$ cat src/rtl/cdwf_pkg.sv
// Shared types and constants for the dual-window current fault block.
`default_nettype none

package cdwf_pkg;

  // Fixed widths of the item fields and of the limit registers.
  localparam int CHAN_W    = 2;
  localparam int SAMPLE_W  = 16;
  localparam int LIMIT_W   = 16;
  localparam int STATUS_W  = 3;
  localparam int REG_IDX_W = 2;

  typedef logic [STATUS_W-1:0]  status_t;
  typedef logic [REG_IDX_W-1:0] reg_idx_t;

  // Channel status codes.
  localparam status_t ST_OK          = 3'd0;
  localparam status_t ST_WARN_UNDER  = 3'd1;
  localparam status_t ST_WARN_OVER   = 3'd2;
  localparam status_t ST_FAULT_UNDER = 3'd3;
  localparam status_t ST_FAULT_OVER  = 3'd4;

  // Configuration register indexes.
  localparam reg_idx_t REG_SLOW_UNDER = 2'd0;
  localparam reg_idx_t REG_SLOW_OVER  = 2'd1;
  localparam reg_idx_t REG_FAST_UNDER = 2'd2;
  localparam reg_idx_t REG_FAST_OVER  = 2'd3;

  // Reset values of the limit registers.
  localparam logic signed [LIMIT_W-1:0] SLOW_UNDER_RST = -16'sd2500;
  localparam logic signed [LIMIT_W-1:0] SLOW_OVER_RST  = 16'sd2500;
  localparam logic signed [LIMIT_W-1:0] FAST_UNDER_RST = -16'sd3000;
  localparam logic signed [LIMIT_W-1:0] FAST_OVER_RST  = 16'sd3000;

endpackage

`default_nettype wire

$ cat src/rtl/cdwf_sample_if.sv
// Input channel carrying one current sample item per handshake.
`default_nettype none

interface cdwf_sample_if
  import cdwf_pkg::*;
();
  logic                       valid;
  logic                       ready;
  logic [CHAN_W-1:0]          channel;
  logic signed [SAMPLE_W-1:0] current_sample;
  logic                       sensor_ready;

  modport source (output valid, output channel, output current_sample,
                  output sensor_ready, input ready);
  modport sink   (input valid, input channel, input current_sample,
                  input sensor_ready, output ready);
endinterface

`default_nettype wire

$ cat src/rtl/cdwf_result_if.sv
// Output channel carrying one status result item per handshake.
`default_nettype none

interface cdwf_result_if
  import cdwf_pkg::*;
();
  logic    valid;
  logic    ready;
  status_t channel_status;
  logic    trip;
  logic    evaluated;

  modport source (output valid, output channel_status, output trip,
                  output evaluated, input ready);
  modport sink   (input valid, input channel_status, input trip,
                  input evaluated, output ready);
endinterface

`default_nettype wire

$ cat src/rtl/current_dual_window_fault.sv
// Per-channel current supervision with a slow and a fast averaging window.
// A sample item passes through the sample stage and then the result register.
// One item per cycle unless results stall; the single sample stage does the whole update.
// The result register lets a new item enter while a finished result waits.
// Reset (rst, synchronous, active high) clears all windows, sets every status
// to ok and loads the default limits; no clearing pass is needed.
`default_nettype none

module current_dual_window_fault
  import cdwf_pkg::*;
#(
  parameter int CHANNELS    = 4,
  parameter int SLOW_WINDOW = 20,
  parameter int FAST_WINDOW = 6
) (
  input  wire logic                clk,
  input  wire logic                rst,
  input  wire logic                write_en,
  input  wire logic [REG_IDX_W-1:0] reg_index,
  input  wire logic [LIMIT_W-1:0]  write_data,
  cdwf_sample_if.sink              samples,
  cdwf_result_if.source            results
);

  // Index width for the per-channel state, and window storage widths. A
  // window holds at most WINDOW-1 samples between verdicts, so the counter
  // needs clog2(WINDOW) bits and the sum clog2(WINDOW) bits of growth.
  localparam int CH_W       = (CHANNELS > 1) ? $clog2(CHANNELS) : 1;
  localparam int CHN_CMP_W  = 5;
  localparam int SLOW_CNT_W = $clog2(SLOW_WINDOW);
  localparam int FAST_CNT_W = $clog2(FAST_WINDOW);
  localparam int SLOW_SUM_W = SAMPLE_W + $clog2(SLOW_WINDOW);
  localparam int FAST_SUM_W = SAMPLE_W + $clog2(FAST_WINDOW);
  // Compare width: holds both the window sum and limit times window length.
  localparam int SLOW_JW    = SLOW_SUM_W + 2;
  localparam int FAST_JW    = FAST_SUM_W + 2;

  // ---------------------------------------------------------------------
  // Limit registers. They are to be written only while the block is idle; the block does not enforce this.
  // ---------------------------------------------------------------------
  logic signed [LIMIT_W-1:0] slow_under_limit;
  logic signed [LIMIT_W-1:0] slow_over_limit;
  logic signed [LIMIT_W-1:0] fast_under_limit;
  logic signed [LIMIT_W-1:0] fast_over_limit;

  always_ff @(posedge clk) begin
    if (rst) begin
      slow_under_limit <= SLOW_UNDER_RST;
      slow_over_limit  <= SLOW_OVER_RST;
      fast_under_limit <= FAST_UNDER_RST;
      fast_over_limit  <= FAST_OVER_RST;
    end else if (write_en) begin
      case (reg_index)
        REG_SLOW_UNDER: slow_under_limit <= write_data;
        REG_SLOW_OVER:  slow_over_limit  <= write_data;
        REG_FAST_UNDER: fast_under_limit <= write_data;
        REG_FAST_OVER:  fast_over_limit  <= write_data;
        default: ;
      endcase
    end
  end

  // ---------------------------------------------------------------------
  // Handshake. The sample stage holds one accepted item; it moves into the
  // result register whenever that register is empty or being drained. The
  // state update happens on that same edge, so the next item in the sample
  // stage always sees the state left by the item ahead of it.
  // ---------------------------------------------------------------------
  logic                       stage_valid;
  logic [CHAN_W-1:0]          stage_channel;
  logic signed [SAMPLE_W-1:0] stage_sample;
  logic                       stage_sensor_ready;
  logic                       out_valid;
  logic                       advance;

  assign advance       = !out_valid || results.ready;
  assign samples.ready = !stage_valid || advance;

  always_ff @(posedge clk) begin
    if (rst) begin
      stage_valid <= 1'b0;
    end else if (samples.ready) begin
      stage_valid <= samples.valid;
    end
  end

  always_ff @(posedge clk) begin
    if (samples.valid && samples.ready) begin
      stage_channel      <= samples.channel;
      stage_sample       <= samples.current_sample;
      stage_sensor_ready <= samples.sensor_ready;
    end
  end

  // ---------------------------------------------------------------------
  // Per-channel state.
  // ---------------------------------------------------------------------
  status_t                      status      [CHANNELS];
  status_t                      status_next [CHANNELS];
  logic signed [SLOW_SUM_W-1:0] slow_sum    [CHANNELS];
  logic [SLOW_CNT_W-1:0]        slow_count  [CHANNELS];
  logic signed [FAST_SUM_W-1:0] fast_sum    [CHANNELS];
  logic [FAST_CNT_W-1:0]        fast_count  [CHANNELS];

  // ---------------------------------------------------------------------
  // Sample stage logic: band check, window accumulation and verdicts.
  // ---------------------------------------------------------------------
  logic [CH_W-1:0] idx;
  logic            chan_ok;
  logic            is_under;
  logic            is_over;
  logic            update;

  assign idx      = CH_W'(stage_channel);
  assign chan_ok  = CHN_CMP_W'(stage_channel) < CHN_CMP_W'(CHANNELS);
  // A sample equal to a limit counts as in band.
  assign is_under = stage_sample < slow_under_limit;
  assign is_over  = stage_sample > slow_over_limit;
  assign update   = stage_valid && advance && chan_ok && stage_sensor_ready &&
                    (is_under || is_over);

  logic signed [SLOW_SUM_W-1:0] slow_sum_new;
  logic signed [FAST_SUM_W-1:0] fast_sum_new;
  logic [SLOW_CNT_W:0]          slow_cnt_inc;
  logic [FAST_CNT_W:0]          fast_cnt_inc;
  logic                         slow_full;
  logic                         fast_full;

  assign slow_sum_new = slow_sum[idx] + SLOW_SUM_W'(stage_sample);
  assign fast_sum_new = fast_sum[idx] + FAST_SUM_W'(stage_sample);
  assign slow_cnt_inc = {1'b0, slow_count[idx]} + 1'b1;
  assign fast_cnt_inc = {1'b0, fast_count[idx]} + 1'b1;
  assign slow_full    = slow_cnt_inc == (SLOW_CNT_W + 1)'(SLOW_WINDOW);
  assign fast_full    = fast_cnt_inc == (FAST_CNT_W + 1)'(FAST_WINDOW);

  // The average is judged exactly: the sum is compared with limit times
  // window length, both sign-extended to a width that holds either.
  logic signed [SLOW_JW-1:0] slow_len;
  logic signed [SLOW_JW-1:0] slow_under_scaled;
  logic signed [SLOW_JW-1:0] slow_over_scaled;
  logic signed [SLOW_JW-1:0] slow_sum_ext;
  logic signed [FAST_JW-1:0] fast_len;
  logic signed [FAST_JW-1:0] fast_under_scaled;
  logic signed [FAST_JW-1:0] fast_over_scaled;
  logic signed [FAST_JW-1:0] fast_sum_ext;

  assign slow_len          = SLOW_JW'(SLOW_WINDOW);
  assign fast_len          = FAST_JW'(FAST_WINDOW);
  assign slow_under_scaled = SLOW_JW'(slow_under_limit) * slow_len;
  assign slow_over_scaled  = SLOW_JW'(slow_over_limit) * slow_len;
  assign fast_under_scaled = FAST_JW'(fast_under_limit) * fast_len;
  assign fast_over_scaled  = FAST_JW'(fast_over_limit) * fast_len;
  assign slow_sum_ext      = SLOW_JW'(slow_sum_new);
  assign fast_sum_ext      = FAST_JW'(fast_sum_new);

  status_t slow_verdict;
  status_t fast_verdict;
  status_t new_status;

  always_comb begin
    if (slow_sum_ext < slow_under_scaled) begin
      slow_verdict = ST_FAULT_UNDER;
    end else if (slow_sum_ext > slow_over_scaled) begin
      slow_verdict = ST_FAULT_OVER;
    end else begin
      slow_verdict = ST_OK;
    end
    if (fast_sum_ext < fast_under_scaled) begin
      fast_verdict = ST_FAULT_UNDER;
    end else if (fast_sum_ext > fast_over_scaled) begin
      fast_verdict = ST_FAULT_OVER;
    end else begin
      fast_verdict = ST_OK;
    end
    // The warning comes first; a slow verdict replaces it, and a fast
    // verdict in the same item overrides the slow one.
    if (fast_full) begin
      new_status = fast_verdict;
    end else if (slow_full) begin
      new_status = slow_verdict;
    end else if (is_under) begin
      new_status = ST_WARN_UNDER;
    end else begin
      new_status = ST_WARN_OVER;
    end
  end

  // Status table as it stands after this item, used both for the register
  // update and for the trip flag reported with the result.
  logic trip_next;

  always_comb begin
    for (int i = 0; i < CHANNELS; i++) begin
      status_next[i] = status[i];
    end
    if (update) begin
      status_next[idx] = new_status;
    end
    trip_next = 1'b0;
    for (int i = 0; i < CHANNELS; i++) begin
      if (status_next[i] == ST_FAULT_UNDER || status_next[i] == ST_FAULT_OVER) begin
        trip_next = 1'b1;
      end
    end
  end

  always_ff @(posedge clk) begin
    if (rst) begin
      for (int i = 0; i < CHANNELS; i++) begin
        status[i]     <= ST_OK;
        slow_sum[i]   <= '0;
        slow_count[i] <= '0;
        fast_sum[i]   <= '0;
        fast_count[i] <= '0;
      end
    end else begin
      for (int i = 0; i < CHANNELS; i++) begin
        status[i] <= status_next[i];
      end
      if (update) begin
        // A full window is judged above and then starts over empty.
        slow_sum[idx]   <= slow_full ? '0 : slow_sum_new;
        slow_count[idx] <= slow_full ? '0 : slow_cnt_inc[SLOW_CNT_W-1:0];
        fast_sum[idx]   <= fast_full ? '0 : fast_sum_new;
        fast_count[idx] <= fast_full ? '0 : fast_cnt_inc[FAST_CNT_W-1:0];
      end
    end
  end

  // ---------------------------------------------------------------------
  // Result register. A channel outside the configured count reports ok and
  // not evaluated; a skipped sample reports the stored status.
  // ---------------------------------------------------------------------
  status_t out_status;
  logic    out_trip;
  logic    out_evaluated;

  always_ff @(posedge clk) begin
    if (rst) begin
      out_valid <= 1'b0;
    end else if (advance) begin
      out_valid <= stage_valid;
    end
  end

  always_ff @(posedge clk) begin
    if (advance && stage_valid) begin
      out_status    <= chan_ok ? status_next[idx] : ST_OK;
      out_trip      <= trip_next;
      out_evaluated <= chan_ok && stage_sensor_ready;
    end
  end

  assign results.valid          = out_valid;
  assign results.channel_status = out_status;
  assign results.trip           = out_trip;
  assign results.evaluated      = out_evaluated;

  // Health flags for the checks below.
  logic counts_in_range;
  logic status_legal;

  always_comb begin
    counts_in_range = 1'b1;
    status_legal    = 1'b1;
    for (int i = 0; i < CHANNELS; i++) begin
      if ((SLOW_CNT_W + 1)'(slow_count[i]) >= (SLOW_CNT_W + 1)'(SLOW_WINDOW) ||
          (FAST_CNT_W + 1)'(fast_count[i]) >= (FAST_CNT_W + 1)'(FAST_WINDOW)) begin
        counts_in_range = 1'b0;
      end
      if (status[i] > ST_FAULT_OVER) begin
        status_legal = 1'b0;
      end
    end
  end

`ifndef SYNTH
  // A reported fault status always comes with trip set.
  a_fault_trips: assert property (@(posedge clk) disable iff (rst)
    results.valid && (results.channel_status == ST_FAULT_UNDER ||
                      results.channel_status == ST_FAULT_OVER) |-> results.trip)
    else $error("fault status reported without trip");

  // A window never holds its full length between items.
  a_counts: assert property (@(posedge clk) disable iff (rst) counts_in_range)
    else $error("window count reached its length");

  // Only defined status codes are ever stored.
  a_status: assert property (@(posedge clk) disable iff (rst) status_legal)
    else $error("illegal channel status stored");

  // An item held in the sample stage while the result side stalls keeps
  // its payload and stays in place.
  a_stage_hold: assert property (@(posedge clk) disable iff (rst)
    stage_valid && !advance |=> stage_valid && $stable(stage_channel) &&
                               $stable(stage_sample))
    else $error("sample stage lost a stalled item");
`endif

endmodule

`default_nettype wire

$ cat src/flat_wrapper.sv
// flat-port wrapper written by rule: the top's interface ports become plain ports
module current_dual_window_fault_flat import cdwf_pkg::*;
#(
  parameter int CHANNELS    = 4,
  parameter int SLOW_WINDOW = 20,
  parameter int FAST_WINDOW = 6
)
  (clk, rst, write_en, reg_index, write_data, samples_valid, samples_channel, samples_current_sample, samples_sensor_ready, samples_ready, results_valid, results_channel_status, results_trip, results_evaluated, results_ready);
  cdwf_sample_if samples_i ();
  cdwf_result_if results_i ();
  input  wire logic clk;
  input  wire logic rst;
  input  wire logic write_en;
  input  wire logic [REG_IDX_W-1:0] reg_index;
  input  wire logic [LIMIT_W-1:0] write_data;
  input wire logic [$bits(samples_i.valid)-1:0] samples_valid;
  input wire logic [$bits(samples_i.channel)-1:0] samples_channel;
  input wire logic [$bits(samples_i.current_sample)-1:0] samples_current_sample;
  input wire logic [$bits(samples_i.sensor_ready)-1:0] samples_sensor_ready;
  output wire logic [$bits(samples_i.ready)-1:0] samples_ready;
  output wire logic [$bits(results_i.valid)-1:0] results_valid;
  output wire logic [$bits(results_i.channel_status)-1:0] results_channel_status;
  output wire logic [$bits(results_i.trip)-1:0] results_trip;
  output wire logic [$bits(results_i.evaluated)-1:0] results_evaluated;
  input wire logic [$bits(results_i.ready)-1:0] results_ready;
  assign samples_i.valid = samples_valid;
  assign samples_i.channel = samples_channel;
  assign samples_i.current_sample = samples_current_sample;
  assign samples_i.sensor_ready = samples_sensor_ready;
  assign samples_ready = samples_i.ready;
  assign results_valid = results_i.valid;
  assign results_channel_status = results_i.channel_status;
  assign results_trip = results_i.trip;
  assign results_evaluated = results_i.evaluated;
  assign results_i.ready = results_ready;
  current_dual_window_fault #(.CHANNELS(CHANNELS), .SLOW_WINDOW(SLOW_WINDOW), .FAST_WINDOW(FAST_WINDOW)) u_core (.clk(clk), .rst(rst), .write_en(write_en), .reg_index(reg_index), .write_data(write_data), .samples(samples_i), .results(results_i));
endmodule
$ cat config.mk
export PLATFORM = sky130hd
export DESIGN_NAME = current_dual_window_fault_flat
export DESIGN_NICKNAME = d
export VERILOG_FILES = /design/src/rtl/cdwf_pkg.sv /design/src/rtl/cdwf_sample_if.sv /design/src/rtl/cdwf_result_if.sv /design/src/rtl/current_dual_window_fault.sv /design/src/flat_wrapper.sv
export SDC_FILE = /design/constraint.sdc
export NUM_CORES = 1
export LEC_CHECK = 0
export ABC_AREA = 0
export BUFFER_PORTS_ARGS = -buffer_cell sky130_fd_sc_hd__buf_2
export CORE_ASPECT_RATIO = 0.9
export CORE_UTILIZATION = 44
export CTS_CLUSTER_SIZE = 40
export DETAILED_ROUTE_END_ITERATION = 7
export PLACE_DENSITY = 0.58
export RECOVER_POWER = 50
export SYNTH_ARGS = -nofsm -noshare
export SYNTH_HDL_FRONTEND = slang
export SYNTH_SLANG_ARGS = --single-unit
$ cat constraint.sdc
create_clock -name clk -period 9.4 [get_ports clk]
set_input_delay 1.88 -clock clk [delete_from_list [all_inputs] [get_ports clk]]
set_output_delay 1.88 -clock clk [all_outputs]
set_load 0.1 [all_outputs]
==> results.toml, run 1 <==
[die]
rows = 72
die_h_um = 201
die_w_um = 224
boundaryPins = 49
dieArea_um2 = 45000
start_util = 0.450
core_um2 = 43200

[sta]
rsz0062_at_grt = "false"
worst_slack_ps = 1810
max-slew-margin-rel = -1.72
min_period_over_period = 0.808
clock_skew_ps = 28.1
worst_pin_slew_ps = 4070
report.final.setup_viol = 0
hold_viol = 0
fmax_mhz = 132
finalSetupTns_ps = 0
slew_viol_final = 163
layout_min_cycle_time_ps = 7590

[final_layout]
final_layout_size_suffix_gt1_frac = 0.0932
syn2layout_area_growth_pct = 10.2
regArea_um2 = 8090
fin_util = 0.495
layout.nets = 2220
nFillCells = 3979
multi_input_area_um2 = 10600

[global_routing]
grt_util_met3 = 0.0369
grt.met2_usage = 0.370
grt_pass1_wl_mm = 81.8
grt.total_usage = 0.239
grt_max_degree = 88
grt-busiest-layer = "met2"
grt_pass1_vias = 13900
grt_overflow = 0
use_met1 = 0.343
antenna_found_initial = 0

[route]
firstDrtPassIters = 5
ant_nets = 0
drtIter0Drc = 882
drc = 0
wl_mm = 52.6
num_vias = 14200
wire_per_inst_um = 21.1
vias_per_cell = 5.67

[clock_tree]
cts_made_buffers = 35
cts_root_buffer = "clkbuf_16"
cts_tree = "yes"
hold_buffers = 0
cts_setup_buffers = 0
cts_buffer_depth = 3
post_cts_resized = 0
insertion_delay_ps = 550
cts.clk_slew.worst_paths_ps = 60
htree_levels = 2
clock-sinks = 296

[placed_design]
dp_slack_ps = 2000
routabilityCongestion = 0.847
portBuffers = 48
hpwl_mm = 38.3

[yosys]
yosys.area.top_type = "edfxtp_1"
netlist_area_um2 = 19400
yosys_most_used_dff = "edfxtp_1"
async_reset_ff_frac = 0
synth_most_common_cell = "ha_1"
yosysUniqueCellTypes = 79
synth_area_per_cell_um2 = 10.4
yosys-top-cells-area = "edfxtp_1 (33%), ha_1 (16%), dfxtp_1 (8.2%)"
synthCells = 1878
synth_edf_count = 216
ys_ff_latch = 296
syn-num-nets = 2181
synth_common_cells = "ha_1 (255), nor2_1 (223), edfxtp_1 (216)"
post-synth-top-area-fraction = 0.334
ys_warn_count = 0
ys_seq_area_frac = 0.416

[flow_run]
cap_viol_max_count = 4

[pwr]
leakage_nw = 9.10
powerDensity_nw_per_um2 = 185
peakVddDrop_v = 0.000165
total_power_mw = 3.96

[setup_path]
end_kind = "register"
required_ps = 9690
arrival_ps = 7880
crit_top_cell = "a21oi_1"
critPathTopFamily = "compound AO/OA/AOI/OAI gates"
cp.depth = 28
crit_buf_inv = 3
path_class = "register to register"
critPathMaxStageDelay_ps = 780
critical_path.startpoint_type = "register"
cp_max_fo = 44
worstRegToRegCells = 28
critPathSlowestCell = "a2111oi_0"

[hold_path]
hold_class = "register to register"
holdPathStages = 2

[outcome]
violations = "capacitance limit, slew limit"
outcome = "finished with violations"
==> stage by stage <==
stage	hold slack, ps	instances	cell area [µm²]
final	483	2498	21400
after global routing	508	2497	21400
after CTS	481	2497	21500
after detailed placement	473	2435	20300
after global placement	474	2435	20300
after floorplan	426	1878	19400
==> flip-flops by register name (all words and copies together) (netlist names), 2 cells and up, named ones only <==
signal	flops
u_core.fast_count	12
u_core.fast_over_limit	16
u_core.fast_sum	76
u_core.fast_under_limit	16
u_core.idx	2
u_core.results.channel_status	3
u_core.slow_count	20
u_core.slow_over_limit	16
u_core.slow_sum	84
u_core.slow_under_limit	16
u_core.stage_sample	16
u_core.status	12
==> cell families (layout without fill, tap and decap cells) <==
| group | count (synthesis) | after routing | share of synthesized area |
|---|---|---|---|
| muxes | 69 | 69 | 0.0687 |
| adders and majority gates | 266 | 266 | 0.173 |
| buffers and inverters | 206 | 270 | 0.0399 |
| and+or+nand+nor | 595 | 595 | 0.139 |
| other | 0 | 1 | 0 |
| DFF | 296 | 296 | 0.416 |
| xor gates and xnor gates | 93 | 93 | 0.0430 |
| AOI/OAI and AO/OA | 353 | 353 | 0.120 |
==> worst paths after layout <==
check | from | end | slack [ps]
worst max-delay path | register | u_core.results.channel_status[2]$_DFFE_PP_ | 1810
worst min-delay path | u_core.fast_under_limit[1]$_SDFFE_PP0P_ | u_core.fast_under_limit[1]$_SDFFE_PP0P_ | 480
worst max register to register | register | u_core.results.channel_status[2]$_DFFE_PP_ | 1810
worst min register to register | u_core.fast_under_limit[1]$_SDFFE_PP0P_ | u_core.fast_under_limit[1]$_SDFFE_PP0P_ | 480
==> layout make-up <==
class,count,area share
antenna,1,0.000117
timing repair buffer,62,0.0150
clock inverter,11,0.00742
inverter,146,0.0256
multi-input combinational,1376,0.494
clock buffer,51,0.0474
tap,555,0.0324
sequential,296,0.378
==> where the power goes <==
group,internal (mW),switching (mW),leakage [nW]
Sequential,1.46,0.0427,2.88
Combinational,0.432,0.644,5.65
Clock,0.837,0.550,0.575
Total,2.73,1.24,9.10
==> tightest hold or removal path, stage by stage (launching register included) <==
cell and delay (ps):
dfxtp_1 330, nand2_1 60, a21oi_1 50
==> per-layer routing <==
layer,routed length [µm],vias up
li1,-,6856
met4,1400,0
met5,0,-
met1,25100,6858
met3,2970,74
met2,23200,371
==> cell usage in the layout (no fill, tap or decap), drive strengths merged, types with 33 or more instances in the layout <==
cell type,synthesis,layout
edfxtp,216,216
nor2,223,223
o21ai,67,67
a21o,43,43
xnor2,59,59
xor2,33,33
buf,7,47
clkbuf,53,66
mux4,51,51
inv,146,147
a21oi,123,123
nand2,181,181
dfxtp,80,80
ha,255,255
Note: power is estimated with default switching activity, not from simulation.
==> run 2: changes to the inputs <==
- ABC_AREA: 0 -> 1
- PLACE_DENSITY: 0.58 -> 0.57
- clock period: 9.4 -> 7.29 ns (I/O delays scaled with it)
==> results.toml, run 2 <==
[outcome]
outcome = "finished with violations"
violations = "capacitance limit, slew limit"

[sta]
rsz0062_at_grt = "false"
worst_pin_slew_ps = 3280
max-slew-margin-rel = -1.18
slew_viol_final = 314
worst_slack_ps = 939
finalSetupTns_ps = 0
clock_skew_ps = 20.7
layout_min_cycle_time_ps = 6350
min_period_over_period = 0.871
fmax_mhz = 157
report.final.setup_viol = 0
hold_viol = 0

[placed_design]
hpwl_mm = 44.8
place_area_um2 = 21400
routabilityCongestion = 0.898
placed_cells = 3151
portBuffers = 48
dp_slack_ps = 1060

[setup_path]
path_class = "register to register"
cp_max_fo = 50
end_kind = "register"
critPathSlowestCell = "inv_2"
crit_top_cell = "nand2_1"
cp.depth = 32
crit_buf_inv = 3
critical_path.startpoint_type = "register"
required_ps = 7590
arrival_ps = 6660
critPathTopFamily = "compound AO/OA/AOI/OAI gates"
critPathMaxStageDelay_ps = 600
worstRegToRegCells = 32

[global_routing]
grt_pass1_vias = 16500
grt_max_degree = 79
antenna_found_initial = 2
grt_overflow = 0
grt.total_usage = 0.256
grt_pass1_wl_mm = 93.6

[clock_tree]
cts_buffer_depth = 3
insertion_delay_ps = 560
hold_buffers = 0
cts.clk_slew.worst_paths_ps = 60
cts_root_buffer = "clkbuf_16"
cts_made_buffers = 35
htree_levels = 2
cts_tree = "yes"
post_cts_resized = 0
clock-sinks = 296
cts_setup_buffers = 0

[yosys]
async_reset_ff_frac = 0
synth_area_per_cell_um2 = 8.08
synth_edf_count = 216
synthCells = 2545
ys_seq_area_frac = 0.394
post-synth-top-area-fraction = 0.316
ys_warn_count = 0
synth_most_common_cell = "nand2_1"
synth_common_cells = "nand2_1 (508), nor2_1 (381), inv_1 (303)"
netlist_area_um2 = 20600
syn-num-nets = 2848
yosys.area.top_type = "edfxtp_1"
yosys_most_used_dff = "edfxtp_1"
ys_ff_latch = 296
yosysUniqueCellTypes = 55
yosys-top-cells-area = "edfxtp_1 (32%), ha_1 (16%), nand2_1 (9.3%)"

[final_layout]
reg_top3 = "u_core.slow_sum: 84 flops, u_core.fast_sum: 76 flops, u_core.slow_count: 20 flops"
final_cell_count_no_fill = 3215
regMostFlops = "u_core.slow_sum"
nFillCells = 4590
layout_common_cells = "nand2_1 (503), nor2_1 (381), inv_1 (302), ha_1 (255), edfxtp_1 (216)"
postLayoutCellArea_um2 = 22500
final_common_cell = "nand2_1"
layout.nets = 2883
final_layout_size_suffix_gt1_frac = 0.0702
syn2layout_area_growth_pct = 9.24
largest_reg_flops = 84

[die]
boundaryPins = 49
dieArea_um2 = 47600
core_um2 = 45700
rows = 74
start_util = 0.449
die_w_um = 230
die_h_um = 207

[pwr]
p_comb_frac = 0.322
power.switching_mw = 1.92
peakVddDrop_v = 0.000174
powerDensity_nw_per_um2 = 238
total_power_mw = 5.34
leakage_nw = 10.3
p_seq_frac = 0.365
p_int_mw = 3.42
swShare = 0.359
p_clk_frac = 0.313

[route]
wire_per_inst_um = 18.9
ant_nets = 0
vias_per_cell = 5.35
firstDrtPassIters = 5
num_vias = 17200
drtIter0Drc = 1274
drc = 0
wl_mm = 60.8

[hold_path]
holdPathStages = 0
hold_class = "register to register"

[flow_run]
cap_viol_max_count = 6
-- run 2: changes by cell type in the layout (fill, tap and decap cells not counted), sizes merged, moves of 37 or more --
cell / delta
mux4: -51
o22ai: +42
inv: +175
o21ai: +87
a21o: -37
nor2: +174
nand3: +95
nand2: +339
-- run 2: stage by stage --
| stage | utilization | hold WS [ps] |
|---|---|---|
| after floorplan | - | 426 |
| after CTS | 0.492 | 461 |
| after detailed placement | 0.469 | 446 |
| after global placement | 0.469 | 438 |
| after global routing | 0.491 | 481 |
| final | 0.491 | 459 |
-- run 2: routing by layer --
layer,wire length [µm],share of wire,GRT usage
met1,28000,0.46,0.352
met2,27800,0.46,0.413
met3,3550,0.058,0.0405
met4,1510,0.025,0.0783
met5,0,0,0
-- run 2: kinds of logic (layout without fill, tap and decap cells) --
family          Yosys count  after routing  share of synthesized area
xor+xnor                 86             86                     0.0366
compound gates          414            414                      0.115
simple gates           1098           1098                      0.222
other cells               0              1                          0
flops                   296            296                      0.394
buf+inv                 390            451                     0.0724
fa+ha+maj               261            261                      0.161
-- run 2: worst reg2reg max path, delay by kind of cell, from the launching register on --
family	cells	cell delay [ps]
AOI/OAI and AO/OA	14	2380
and+or+nand+nor	11	1400
buffers and inverters	3	750
adders and majority gates	2	630
xor gates and xnor gates	2	530
DFF	1	410
-- run 2: area by class of cell --
class	count	area, µm²	area share
repair buffers	66	337	0.0150
flip-flops and latches	296	8090	0.360
diodes	1	2.50	0.000111
inverters	322	1210	0.0538
clock inverters	19	116	0.00518
multi-input cells	1859	11000	0.489
clock buffers	44	951	0.0424
well taps	608	761	0.0339
-- run 2: final timing paths --
check	startpoint	endpoint	slack, ps
max	register	u_core.results.trip$_SDFFCE_PP1P_	940
min	u_core.stage_sensor_ready$_DFFE_PP_	u_core.results.evaluated$_DFFE_PP_	460
max reg2reg	register	u_core.results.trip$_SDFFCE_PP1P_	940
min reg2reg	u_core.stage_sensor_ready$_DFFE_PP_	u_core.results.evaluated$_DFFE_PP_	460
-- run 2: power by group through the flow --
stage               sequential [mW]  combinational, mW  clock (mW)
floorplan                      1.96               1.26           0
global placement               1.98               1.69           0
detailed placement             1.98               1.71           0
CTS                            1.95               1.73        1.70
global route                   1.96               1.96        1.76
finish                         1.95               1.72        1.67
